### src/rtl/bpi_ram.sv
// Generic single-port-write, single-port-read RAM with a registered read.
// Depends on nothing else.

module bpi_ram #(
  parameter int WIDTH = 64,
  parameter int DEPTH = 6
) (
  input  logic                                   clk,
  input  logic                                   we,
  input  logic [((DEPTH > 1) ? $clog2(DEPTH) : 1)-1:0] waddr,
  input  logic [WIDTH-1:0]                       wdata,
  input  logic [((DEPTH > 1) ? $clog2(DEPTH) : 1)-1:0] raddr,
  output logic [WIDTH-1:0]                       rdata
);

  logic [WIDTH-1:0] mem [DEPTH];

  // Write port and registered read port.
  always_ff @(posedge clk) begin
    if (we) begin
      mem[waddr] <= wdata;
    end
    rdata <= mem[raddr];
  end

endmodule

### config.mk
export PLATFORM = sky130hd
export DESIGN_NAME = bpi_ram
export DESIGN_NICKNAME = d
export VERILOG_FILES = /design/src/rtl/bpi_ram.sv
export SDC_FILE = /design/constraint.sdc
export NUM_CORES = 1
export LEC_CHECK = 0
export ABC_CLOCK_PERIOD_IN_PS = 7100
export BUFFER_PORTS_ARGS = -buffer_cell sky130_fd_sc_hd__buf_2
export CORE_UTILIZATION = 27
export CTS_CLUSTER_SIZE = 40
export DETAILED_ROUTE_END_ITERATION = 6
export HOLD_SLACK_MARGIN = 0.12
export PLACE_DENSITY = 0.47
export SLEW_MARGIN = 0
export SYNTH_ARGS = -nofsm -noshare
export SYNTH_HDL_FRONTEND = slang
export SYNTH_SLANG_ARGS = --single-unit
export TNS_END_PERCENT = 10
### constraint.sdc
create_clock -name clk -period 7.1 [get_ports clk]
set_clock_uncertainty 0.15 [all_clocks]
set_input_delay 1.42 -clock clk [delete_from_list [all_inputs] [get_ports clk]]
set_output_delay 1.42 -clock clk [all_outputs]
set_load 0.03 [all_outputs]
# Word-level counts from Yosys, hierarchy flattened
# Memory sizes are Yosys's and may differ from the RTL's. A register that Yosys moved wholly into a read port is not among the register bits.
# Cells that the tools add are included.
# classes
n_mux,2
# ops
cell,n
1-bit 2-to-1 mux,2
# totals
regBits,0
ram_bits,384
input_bits,72
out_inout_bits,64
word_cells,3
mem_count,1
# memory_table
memory,depth,width,read_ports,rd_clocked_by_memory_dff,write_ports,line_no,source
mem,6,64,1,1,1,16,logic [WIDTH-1:0] mem [DEPTH];

# Depth between registers and ports, before layout
# depth
depth_word,2
mapped_depth,6
ltp_nobuf,3

# Worst setup path before layout
# Ideal clock, no wire load.
# synth_path
kind,in2reg
start,input waddr[0] in the netlist's numbering
end,"memory mem[0][0], enable pin"
setup_time_ps,565
t_arrival_ps,5932
t_required_ps,6385
setup_slack_ps,453
stages,2
n_path_buf,0
path_cell_list,nand2b_1 > nor3_1
# synth_lines
item,line_no,source
start: declaration,10,"input logic [((DEPTH > 1) ? $clog2(DEPTH) : 1)-1:0] waddr,"
end: declaration,16,
# No word-level cell before the write port.

==> metrics <==
status completed; PnR Total Power 5886 uW; top cell type's share of synthesized area 71.48%; Die H 246.4 um; Final Hold Fails 0; Clock Pin Slew Worst Setup and Hold Paths 0.06 ns; post-CTS setup buffers 0; Final Setup Violations 0; final instance area 0.01921 mm^2; vias in the first global route 8114; num ports 136; Critical Path Start Type input port; xor-xnor portion of the synthesized cell area 0%; Synth Area per Inst 19.62 um^2; DRT Pass-1 Iters 4; Slew @ Worst Pin 1.199 ns; clk_lat worst skew 0.59 ns; Mapped Area 0.01613 mm^2; Layout area overhead 19.10%; final wirelength 36.30 mm; cell accounting for the most synthesized area edfxtp_1; first-pass GRT wire length 53.45 mm; fmax 0.3174 GHz; drt drc 0; largest net degree at the start of global routing 93; slew margin rel. 20.06%; hold crit path type reg -> reg; H-tree levels 2; Setup CP Type in -> reg; sequential fraction of the synthesis area 79.42%; Post-Synthesis Cells 822; fin crit share 44.37%; row count 89; Worst Path Max Fanout 92; DRT iter0 DRCs 359; Cell variety after synth 18; gpl congestion 0.6653; Cell Area, Placed 0.01759 mm^2; initial antenna violation count 10; Num CTS Buffers 49; Total Nets Final 1052; Fin Setup TNS 0 ns; die area 0.06073 mm^2; syn nets 894; Seq cells post-synth 448; Initial Util 27.33%; WL/cell 20.22 um; Compound-Gate Fraction of Synth Area 6.065%; CORE AREA 0.05902 mm^2; VDD IR max 0.1654 mV; DP Wirelength 18.32 mm; Crit path required time 7.39 ns; max-slew violation count 0; unrepaired setup endpoints after global routing false; largest family of logic cells by synthesized area multiplexers; power per cell area 306.4 mW/mm^2; ANT nets after route 0; ranking of synthesized cells by area edfxtp_1, mux2i_1, dfxtp_1; yosys warns 0; TritonCTS clock tree done; vias 7728; Worst Setup End Kind flop; GRT Util Overall 11.98%; CTS max path bufs 3; via/cell ratio 4.305; max-cap violations 0; Post-Synth Adder-Cell Area 0%; Critical Path AT 3.44 ns; Static Leak 0.006911 uW; CTS root buf clkbuf_16; cts repair resizes 0; Post-Synth Simple-Gate Area 0.3723%; Final Critical Period 3.150 ns; die extent in x 246.4 um; total gr overflow 0; Hold-fix buffers, CTS 0; # clock sinks 448; share of layout cells above drive strength 1 25.17%; mux cell area share after synthesis 11.91%; IO buf count 135
## final timing paths
check	start	endpoint	slack, ns	cells past startpoint
min	mem[4][27]$_DFFE_PP_	rdata[27]$_DFF_P_	0.39	2
max reg2reg	mem[2][53]$_DFFE_PP_	rdata[53]$_DFF_P_	5.95	3
min reg2reg	mem[4][27]$_DFFE_PP_	rdata[27]$_DFF_P_	0.39	2
max	raddr[0]	rdata[24]$_DFF_P_	3.95	5
## state kept, by name (all words and copies together) (netlist names)
name	cells
mem	384
rdata	64
## metal layers
layer  track usage, %  wire length [um]
met5                0               114
met3            3.279              1774
met2            18.43             16420
met1            16.35             17110
met4            3.667               884
## stage by stage
| step | worst slack, ns | instances | hold slack [ns] | utilization, % |
|---|---|---|---|---|
| 4_1_cts | 3.951 | 1794 | 0.3888 | 32.55 |
| 2_1_floorplan | 0.4526 | 822 | 0.3556 | - |
| 6_report | 3.950 | 1795 | 0.3887 | 32.55 |
| 3_5_place_dp | 3.327 | 1702 | 0.3798 | 29.80 |
| 5_1_grt | 3.822 | 1794 | 0.4139 | 32.55 |
| 3_3_place_gp | 3.311 | 1702 | 0.3767 | 29.80 |
## cell usage in the layout, fill, tap and decap left out, types with 2 or more instances in the layout
| cell type | instances |
|---|---|
| a21oi_2 | 26 |
| mux2i_1 | 192 |
| clkbuf_1 | 10 |
| nand2b_1 | 3 |
| nor2_4 | 5 |
| nor3_2 | 2 |
| clkbuf_16 | 50 |
| clkinv_1 | 8 |
| inv_6 | 2 |
| edfxtp_1 | 384 |
| buf_2 | 133 |
| clkbuf_8 | 8 |
| clkinv_2 | 7 |
| dfxtp_1 | 64 |
| buf_4 | 15 |
| bufinv_16 | 3 |
| a21oi_1 | 38 |
| clkinvlp_4 | 2 |
| a22o_1 | 64 |
## power breakdown
part | total [uW] | switching, uW | internal, uW
logic | 361 | 244 | 117
registers | 3000 | 30.9 | 2970
clock network | 2530 | 1040 | 1490
total | 5890 | 1310 | 4570
## cell usage after synthesis
cell,instances
clkbuf_1,18
buf_6,11
nand2b_1,3
mux2i_1,192
nor2_1,4
buf_2,5
dfxtp_1,64
a21oi_2,26
a21oi_1,38
nor2_2,1
a22o_1,64
nand2_1,1
nor2b_1,1
buf_4,1
buf_12,6
nor3_1,2
edfxtp_1,384
buf_8,1
## critical path: stages
cell,delay [ns]
buf_8,0.63
buf_4,0.72
mux2i_1,0.26
a22o_1,0.18
a21oi_2,0.04
## final cells by class
cell class                      count  area, um^2
Clock inverter                     24       226.5
Antenna cell                        1       2.502
Multi-Input combinational cell    332        3013
Tap cell                          773       967.2
Sequential cell                   448       12810
Timing Repair Buffer              149       793.3
Clock buffer                       68        1399
Fill cell                        5736       39810
## cell families (layout without fill, tap and decap cells)
family | after synthesis | count (layout)
simple gates | 12 | 12
buf+inv | 42 | 241
compound gates | 128 | 128
flops | 448 | 448
mux | 192 | 192
other cells | 0 | 1
Note: power is estimated with default switching activity, not from simulation.
