<file path="config.mk">
export PLATFORM = sky130hd
export DESIGN_NAME = bpi_mul
export DESIGN_NICKNAME = d
export VERILOG_FILES = /design/src/rtl/bpi_pkg.sv /design/src/rtl/bpi_mul.sv
export SDC_FILE = /design/constraint.sdc
export NUM_CORES = 2
export LEC_CHECK = 0
export ABC_AREA = 1
export BUFFER_PORTS_ARGS = -buffer_cell sky130_fd_sc_hd__buf_2
export CORE_AREA = 2 2 417 316
export CTS_CLUSTER_DIAMETER = 200
export DETAILED_ROUTE_END_ITERATION = 8
export DIE_AREA = 0 0 419 318
export PLACE_DENSITY_LB_ADDON = 0.1
export SYNTH_ARGS = -nofsm -noshare
export SYNTH_HDL_FRONTEND = slang
export SYNTH_SLANG_ARGS = --single-unit
</file>
<file path="constraint.sdc">
create_clock -name clk -period 7.4 [get_ports clk]
set_input_delay 0 -clock clk [delete_from_list [all_inputs] [get_ports clk]]
set_output_delay 0 -clock clk [all_outputs]
set_load 0.05 [all_outputs]
</file>
<file path="src/rtl/bpi_pkg.sv">
// Shared constants, types and helper functions for the box polynomial integral unit.
// Used by bpi_mul and box_polynomial_integral_unit; depends on nothing else.

package bpi_pkg;

  // Block sizing.
  localparam int DIMENSIONS    = 2;
  localparam int ORDER         = 2;
  localparam int FRACTION_BITS = 16;

  localparam int NPOW   = ORDER + 1;
  localparam int NMOM   = DIMENSIONS * NPOW;
  localparam int POW_W  = (ORDER > 0) ? $clog2(ORDER + 1) : 1;
  localparam int DIM_W  = (DIMENSIONS > 1) ? $clog2(DIMENSIONS) : 1;
  localparam int ADDR_W = (NMOM > 1) ? $clog2(NMOM) : 1;
  localparam int DIV_W  = POW_W + 1;

  // Field widths of the input and result words.
  localparam int OP_W    = 2;
  localparam int AXIS_W  = 2;
  localparam int IN_W    = 32;
  localparam int RES_W   = 64;

  // Operation codes.
  localparam logic [OP_W-1:0] OP_LOAD  = 2'd0;
  localparam logic [OP_W-1:0] OP_COEF  = 2'd1;
  localparam logic [OP_W-1:0] OP_CLEAR = 2'd2;

  // Saturation limits.
  localparam logic [RES_W-1:0] SAT_MAX = {1'b0, {(RES_W-1){1'b1}}};
  localparam logic [RES_W-1:0] SAT_MIN = {1'b1, {(RES_W-1){1'b0}}};

  // Sequencer states.
  typedef enum logic [3:0] {
    ST_IDLE,
    ST_LD_SUB,
    ST_LD_DIV,
    ST_LD_WR,
    ST_LD_MA,
    ST_LD_WA,
    ST_LD_MB,
    ST_LD_WB,
    ST_CF_RD,
    ST_CF_MUL,
    ST_CF_WT,
    ST_CF_TERM,
    ST_CF_TW,
    ST_CF_ACC,
    ST_CF_OUT
  } state_t;

  // Request and response of the shared multiplier.
  typedef struct packed {
    logic start;
    logic frac_only;   // shift by FRACTION_BITS instead of twice that
  } mul_req_t;

  typedef struct packed {
    logic busy;
    logic done;
    logic sat;
  } mul_rsp_t;

  // A 64-bit value with its saturation flag.
  typedef struct packed {
    logic             sat;
    logic [RES_W-1:0] val;
  } sat_res_t;

  // Clamp an exact 65-bit sum or difference to 64 bits.
  function automatic sat_res_t sat_clamp(input logic [RES_W:0] s);
    sat_res_t r;
    r.sat = s[RES_W] ^ s[RES_W-1];
    if (r.sat) begin
      r.val = s[RES_W] ? SAT_MIN : SAT_MAX;
    end else begin
      r.val = s[RES_W-1:0];
    end
    return r;
  endfunction

  // Moment table address of one axis and power.
  function automatic logic [ADDR_W-1:0] mom_addr(input logic [DIM_W-1:0] ax,
                                                 input logic [POW_W-1:0] p);
    logic [ADDR_W-1:0] base;
    base = ADDR_W'(ax) * ADDR_W'(NPOW);
    return base + ADDR_W'(p);
  endfunction

endpackage

</file>
<file path="src/rtl/bpi_mul.sv">
// Shared 64 x 64 signed multiplier with rounding shift and saturation.
// One 32 x 32 partial product per cycle; depends on bpi_pkg.

module bpi_mul (
  input  logic                          clk,
  input  logic                          rst,
  input  bpi_pkg::mul_req_t             req,
  input  logic [bpi_pkg::RES_W-1:0]     x,
  input  logic [bpi_pkg::RES_W-1:0]     y,
  output bpi_pkg::mul_rsp_t             rsp,
  output logic [bpi_pkg::RES_W-1:0]     result
);

  import bpi_pkg::*;

  localparam int SH_HI = 2 * FRACTION_BITS;
  localparam int SH_LO = FRACTION_BITS;
  localparam int PW    = 2 * RES_W;

  logic          busy;
  logic          done;
  logic          sat;
  logic [2:0]    cnt;
  logic          pp_valid;
  logic [1:0]    pp_w;
  logic [63:0]   pp;
  logic          neg;
  logic          frac_only;
  logic [63:0]   ux;
  logic [63:0]   uy;
  logic [PW-1:0] acc;

  logic [PW-1:0]  shifted;
  logic [63:0]    lim;
  logic           over;
  logic [31:0]    x_part;
  logic [31:0]    y_part;

  // Operand halves picked by the step counter.
  assign x_part = cnt[1] ? ux[63:32] : ux[31:0];
  assign y_part = cnt[0] ? uy[63:32] : uy[31:0];

  // Final shift, range check and sign.
  always_comb begin
    shifted = frac_only ? (acc >> SH_LO) : (acc >> SH_HI);
    lim     = neg ? SAT_MIN : SAT_MAX;
    over    = (|shifted[PW-1:RES_W]) || (shifted[RES_W-1:0] > lim);
  end

  // Control: busy, step counter and completion pulse.
  always_ff @(posedge clk) begin
    if (rst) begin
      busy     <= 1'b0;
      done     <= 1'b0;
      cnt      <= '0;
      pp_valid <= 1'b0;
    end else begin
      done <= 1'b0;
      if (req.start) begin
        busy     <= 1'b1;
        cnt      <= '0;
        pp_valid <= 1'b0;
      end else if (busy) begin
        cnt      <= cnt + 3'd1;
        pp_valid <= (cnt < 3'd4);
        if (cnt == 3'd5) begin
          busy <= 1'b0;
          done <= 1'b1;
        end
      end
    end
  end

  // Datapath: magnitudes, partial products and the 128-bit accumulator.
  always_ff @(posedge clk) begin
    if (req.start) begin
      neg       <= x[RES_W-1] ^ y[RES_W-1];
      ux        <= x[RES_W-1] ? (~x + 64'd1) : x;
      uy        <= y[RES_W-1] ? (~y + 64'd1) : y;
      frac_only <= req.frac_only;
      acc       <= req.frac_only ? (PW'(1) << (SH_LO - 1)) : (PW'(1) << (SH_HI - 1));
    end else if (busy) begin
      pp   <= x_part * y_part;
      pp_w <= 2'(cnt[1]) + 2'(cnt[0]);
      if (pp_valid) begin
        acc <= acc + ({64'd0, pp} << (32 * pp_w));
      end
      if (cnt == 3'd5) begin
        sat <= over;
        if (over) begin
          result <= neg ? SAT_MIN : SAT_MAX;
        end else begin
          result <= neg ? (~shifted[RES_W-1:0] + 64'd1) : shifted[RES_W-1:0];
        end
      end
    end
  end

  assign rsp.busy = busy;
  assign rsp.done = done;
  assign rsp.sat  = sat;

endmodule

</file>
**Yosys cells after proc, flatten, opt, wreduce, memory -nomap -nowiden**

Index checks and enable logic that the tools add are counted.

- Register bits after elaboration: 395
- Input bits: 132

- Add/sub/neg operators: 6
- Shifts and indexed selects: 1
- Magnitude comparators: 2
- Reductions and logical operators: 9
- Multipliers: 1
- Eq/ne operators: 1
- Bitwise gates (word level): 6
- Mux-type cells: 16

Operators with widths:

| operator | count |
|---|---|
| two-way mux 128 bit | 3 |
| adder 64 x 1 -> 64 bit (second input constant) | 3 |
| two-way mux 64 bit | 3 |
| inverter 64 bit | 3 |
| adder 128 bit | 1 |
| left shift 64 x 7 -> 128 bit | 1 |
| two-way mux 63 bit | 2 |
| two-way mux 112 bit | 1 |
| two-way mux 32 bit | 3 |
| greater-than comparator 64 bit | 1 |
| multiplier 32 x 32 -> 64 bit | 1 |
| OR reduction 64 bit | 1 |
| two-way mux 1 bit | 4 |
| AND reduction 2 bit | 2 |
| nonzero test 2 bit | 2 |
| adder 3 x 1 -> 3 bit (second input constant) | 1 |
| == test 3 bit (second input constant) | 1 |
| < comparator 3 bit (second input constant) | 1 |
| AND reduction 3 bit | 1 |
| OR reduction 3 bit | 1 |
| adder 1 x 1 -> 2 bit | 1 |
| inverter 1 bit | 2 |
| OR reduction 2 bit | 1 |
| logical OR 1 bit | 1 |
| XOR 1 bit | 1 |

**Logic depth before layout (Yosys ltp)**

- Depth in word-level cells: 5
- Gate-level depth with buffers: 36
- Depth with buffers taken out: 33

**Least setup slack after synthesis**

Ideal clock, no wire load.

- Path kind: register to register
- From: register cnt[0]
- To: register pp[57], data pin
- Slack: 100 ps
- Required time: 7148 ps
- Buffers on the path: 4
- Arrival: 7048 ps
- Stages on the path, launching flop included: 30
- Period minus slack after synthesis: 7300 ps
- Setup time: 252 ps
- Cell sequence: dfxtp_1 > buf_2 > clkbuf_1 > nand2_1 > o21ai_0 > clkbuf_1 > clkbuf_1 > nor2_1 > fa_1 > fa_1 > fa_1 > inv_1 > fa_1 > inv_1 > fa_1 > fa_1 > fa_1 > inv_1 > fa_1 > inv_1 > ha_1 > nand2_1 > nor2_1 > inv_1 > nor2_1 > nand3_1 > o21ai_0 > nand3b_1 > nand3_1 > nand2_1

- Word-level cells in the longest chain between the ends: 2

RTL lines:

| item | RTL line | text |
|---|---|---|
| start, declared | bpi_mul.sv:23 | `logic [2:0] cnt;` |
| start signal, assigned | bpi_mul.sv:64 | `cnt <= cnt + 3'd1;` |
| two-way mux 32 bit | bpi_mul.sv:41 | `assign y_part = cnt[0] ? uy[63:32] : uy[31:0];` |
| multiplier 32 x 32 -> 64 bit | bpi_mul.sv:83 | `pp <= x_part * y_part;` |
| end signal, assigned | bpi_mul.sv:83 |  |
| end, declared | bpi_mul.sv:26 | `logic [63:0] pp;` |

Every way passes these cells.
A chain may end at the register's enable or synchronous reset.

**Worst setup path after layout**

- From: register cnt[1]
- To: register pp[56], data pin

- Word-level cells in the longest chain between the ends: 2

RTL lines:

| item | RTL line | text |
|---|---|---|
| two-way mux 32 bit | bpi_mul.sv:40 | `assign x_part = cnt[1] ? ux[63:32] : ux[31:0];` |
| multiplier 32 x 32 -> 64 bit | bpi_mul.sv:83 |  |

Every way passes these cells.

==> results.yml <==
status:
  outcome: "finished with violations"
  violations: "DRC, capacitance limit, slew limit, setup timing"
synth:
  synth_nets: 11700
  syn_area_per_cell_um2: 6.92
  netlist_top_cells_area: "fa_1 25%, edfxtp_1 17%, nand2_1 16%, inv_1 11%, nor2_1 8.3%"
  synthCells: 10200
  ys_ff_latch: 395
  synth_top_area_share: 0.254
  ys_warn_count: 0
  ys_seq_area_frac: 0.167
  synth_cell_types: 49
  synth_area_leader_cell: "fa_1"
  synth.cell_area_um2: 70600
timing:
  slew_headroom: -0.0855
  layout_setup_ws_ns: -0.144
  rsz0062_at_grt: "true"
  slew_viol_final: 6
  fin_crit_sh: 1.02
  finClkSkew_ns: 0.0504
  worstMarginPinSlew_ns: 1.61
  hold_viol_final: 0
  setup_viol: 34
  period_minus_slack_ns: 7.54
  max_freq_ghz: 0.133
grt:
  grtUsageTotal: 0.477
  grt_pass1_vias: 70500
  gr-total-overflow: 0
  antenna_found_initial: 26
  grt_max_degree: 98
  grt_pass1_wl_um: 461000
clocking:
  clkLatencyLatePin_ns: 0.70
  cts_tree: "done"
  numCtsBuffers: 47
  clk_pin_slew_ns: 0.07
  clock-root-buffer: "clkbuf_16"
  clockBufferDepth: 3
  cts_num_sinks: 395
  htree_levels: 2
cells_and_area:
  nets: 12600
  post-route-util: 0.658
  mostFrequentLayoutCells: "2,869 x nand2_1, 2,081 x inv_1, 1,492 x nor2_1, 841 x fa_1, 544 x buf_4"
  stdcell_area_um2: 85300
  area_delta_synth_final_pct: 20.8
  layout_commonest_cell: "nand2_1"
  final_layout_size_suffix_gt1_frac: 0.142
worst_setup_path:
  cp-start-kind: "register"
  critical_path_required_ns: 7.84
  path_common_cell: "fa_1"
  cp_slowest_stage_delay_ns: 0.60
  critPathKind: "reg -> reg"
  rrSetupSlack_ns: -0.14
  cp_slowest_cell: "fa_1"
  cp.arrival_ns: 7.98
  cp_max_fo: 8
  cp-end-kind: "register"
hold_path:
  holdCritPathClass: "in -> reg"
floorplan:
  die_w_um: 419
  ios: 199
  start_util: 0.545
  die_h_um: 318
  core_area_um2: 130000
  die_area_um2: 133000
  rows: 115
placed_design:
  numPortBuffers: 198
  dpl_cell_area_um2: 78200
  dp_hpwl_um: 272000
  place_congestion: 1.10
drt:
  drtIter0Drc: 11600
  dr_total_vias: 75200
  wl_um: 333000
  final_antenna_net_count: 0
  wl_per_cell_um: 25.9
  first_pass_iters: 9
  drc_errors: 10
  viasPerCell: 5.84
flow_run:
  maxCapViolCount: 2
-- flip-flops by register name (all words and copies together), names as in the netlist --
| name | flops |
|---|---|
| pp_w | 2 |
| cnt | 3 |
| busy | 1 |
| neg | 1 |
| ux | 64 |
| sat | 1 |
| result | 64 |
| done | 1 |
| pp_valid | 1 |
| pp | 64 |
| frac_only | 1 |
| uy | 64 |
| acc | 128 |
-- layer usage --
layer | vias to the layer above | global-route usage | share of wire
met5 | - | 0.0260 | 0.0049
met4 | 50 | 0.176 | 0.055
met3 | 1344 | 0.269 | 0.20
met2 | 6282 | 0.603 | 0.36
met1 | 35200 | 0.662 | 0.38
li1 | 32300 | - | -
-- layout make-up --
type | instances | area (um^2)
tap | 1755 | 2200
sequential | 395 | 11800
multi-input combinational | 7360 | 51600
timing repair inverter | 1 | 6.26
timing repair buffer | 1075 | 9660
clock inverter | 37 | 519
clock buffer | 50 | 1190
inverter | 2185 | 8270
antenna | 9 | 22.5
fill | 10800 | 44400
-- cell families after synthesis --
family / after synthesis / share of synthesized area
AO/OA/AOI/OAI: 718 / 0.0540
adder cells (fa/ha/maj): 1356 / 0.336
flip-flops: 395 / 0.167
XOR/XNOR: 207 / 0.0257
AND/OR/NAND/NOR: 5079 / 0.285
buffers and inverters: 2452 / 0.133
-- stage by stage --
stage	setup TNS [ns]	cells	hold slack (ns)	worst slack [ns]
after floorplan	0	10200	0.0691	0.100
after global placement	-7.84	12500	0.220	-0.417
after detailed placement	-8.73	12500	0.227	-0.398
after CTS	-0.0104	12800	0.0133	-0.0104
after global routing	-6.15	12900	0.0689	-0.238
final	-2.36	12900	0.0477	-0.144
-- cells in the mapped netlist (all sizes together) --
| master | count |
|---|---|
| nand2 | 2958 |
| inv | 2161 |
| nor2 | 1595 |
| fa | 897 |
| ha | 459 |
| edfxtp | 389 |
| o21ai | 333 |
| a21oi | 314 |
| nand3 | 303 |
| clkbuf | 198 |
| xor2 | 152 |
| nor3 | 78 |
| buf | 69 |
| nand4 | 59 |
| xnor2 | 55 |
| or2 | 38 |
| nor4 | 32 |
| clkinv | 24 |
| o21bai | 19 |
| a21o | 14 |
| o21a | 13 |
| a31oi | 12 |
| dfxtp | 6 |
| nand3b | 5 |
| o31ai | 5 |
| and2 | 4 |
| a211oi | 3 |
| nor3b | 3 |
| o211ai | 3 |
| and3 | 2 |
| a21boi | 1 |
| a41oi | 1 |
| and3b | 1 |
| nor4b | 1 |
-- path summary, 6_finish.rpt --
check | cells past startpoint | end | start
max | 29 | pp[56] | cnt[1]
min | 3 | neg | x[63]
max reg2reg | 29 | pp[56] | cnt[1]
min reg2reg | 1 | pp_valid | cnt[2]
-- critical path: cells and delay by family, from the launching register on --
kind | cells | cell delay, ns
AOI/OAI and AO/OA | 1 | 0.21
and+or+nand+nor | 8 | 0.85
DFF | 1 | 0.38
xor gates and xnor gates | 1 | 0.07
buffers and inverters | 10 | 1.23
adders and majority gates | 9 | 4.58
-- repair_timing --
item,CTS,global route
pin swaps,13,218
resized for setup,118,565
endpoints found under the setup margin,39,46
cloned,1,12
hold buffers,161,0
endpoints found under the hold margin,174,0
buffers inserted,14,84
Power is not shown: default switching activity piles up to over one toggle a cycle in this logic, so the estimate is an artifact.
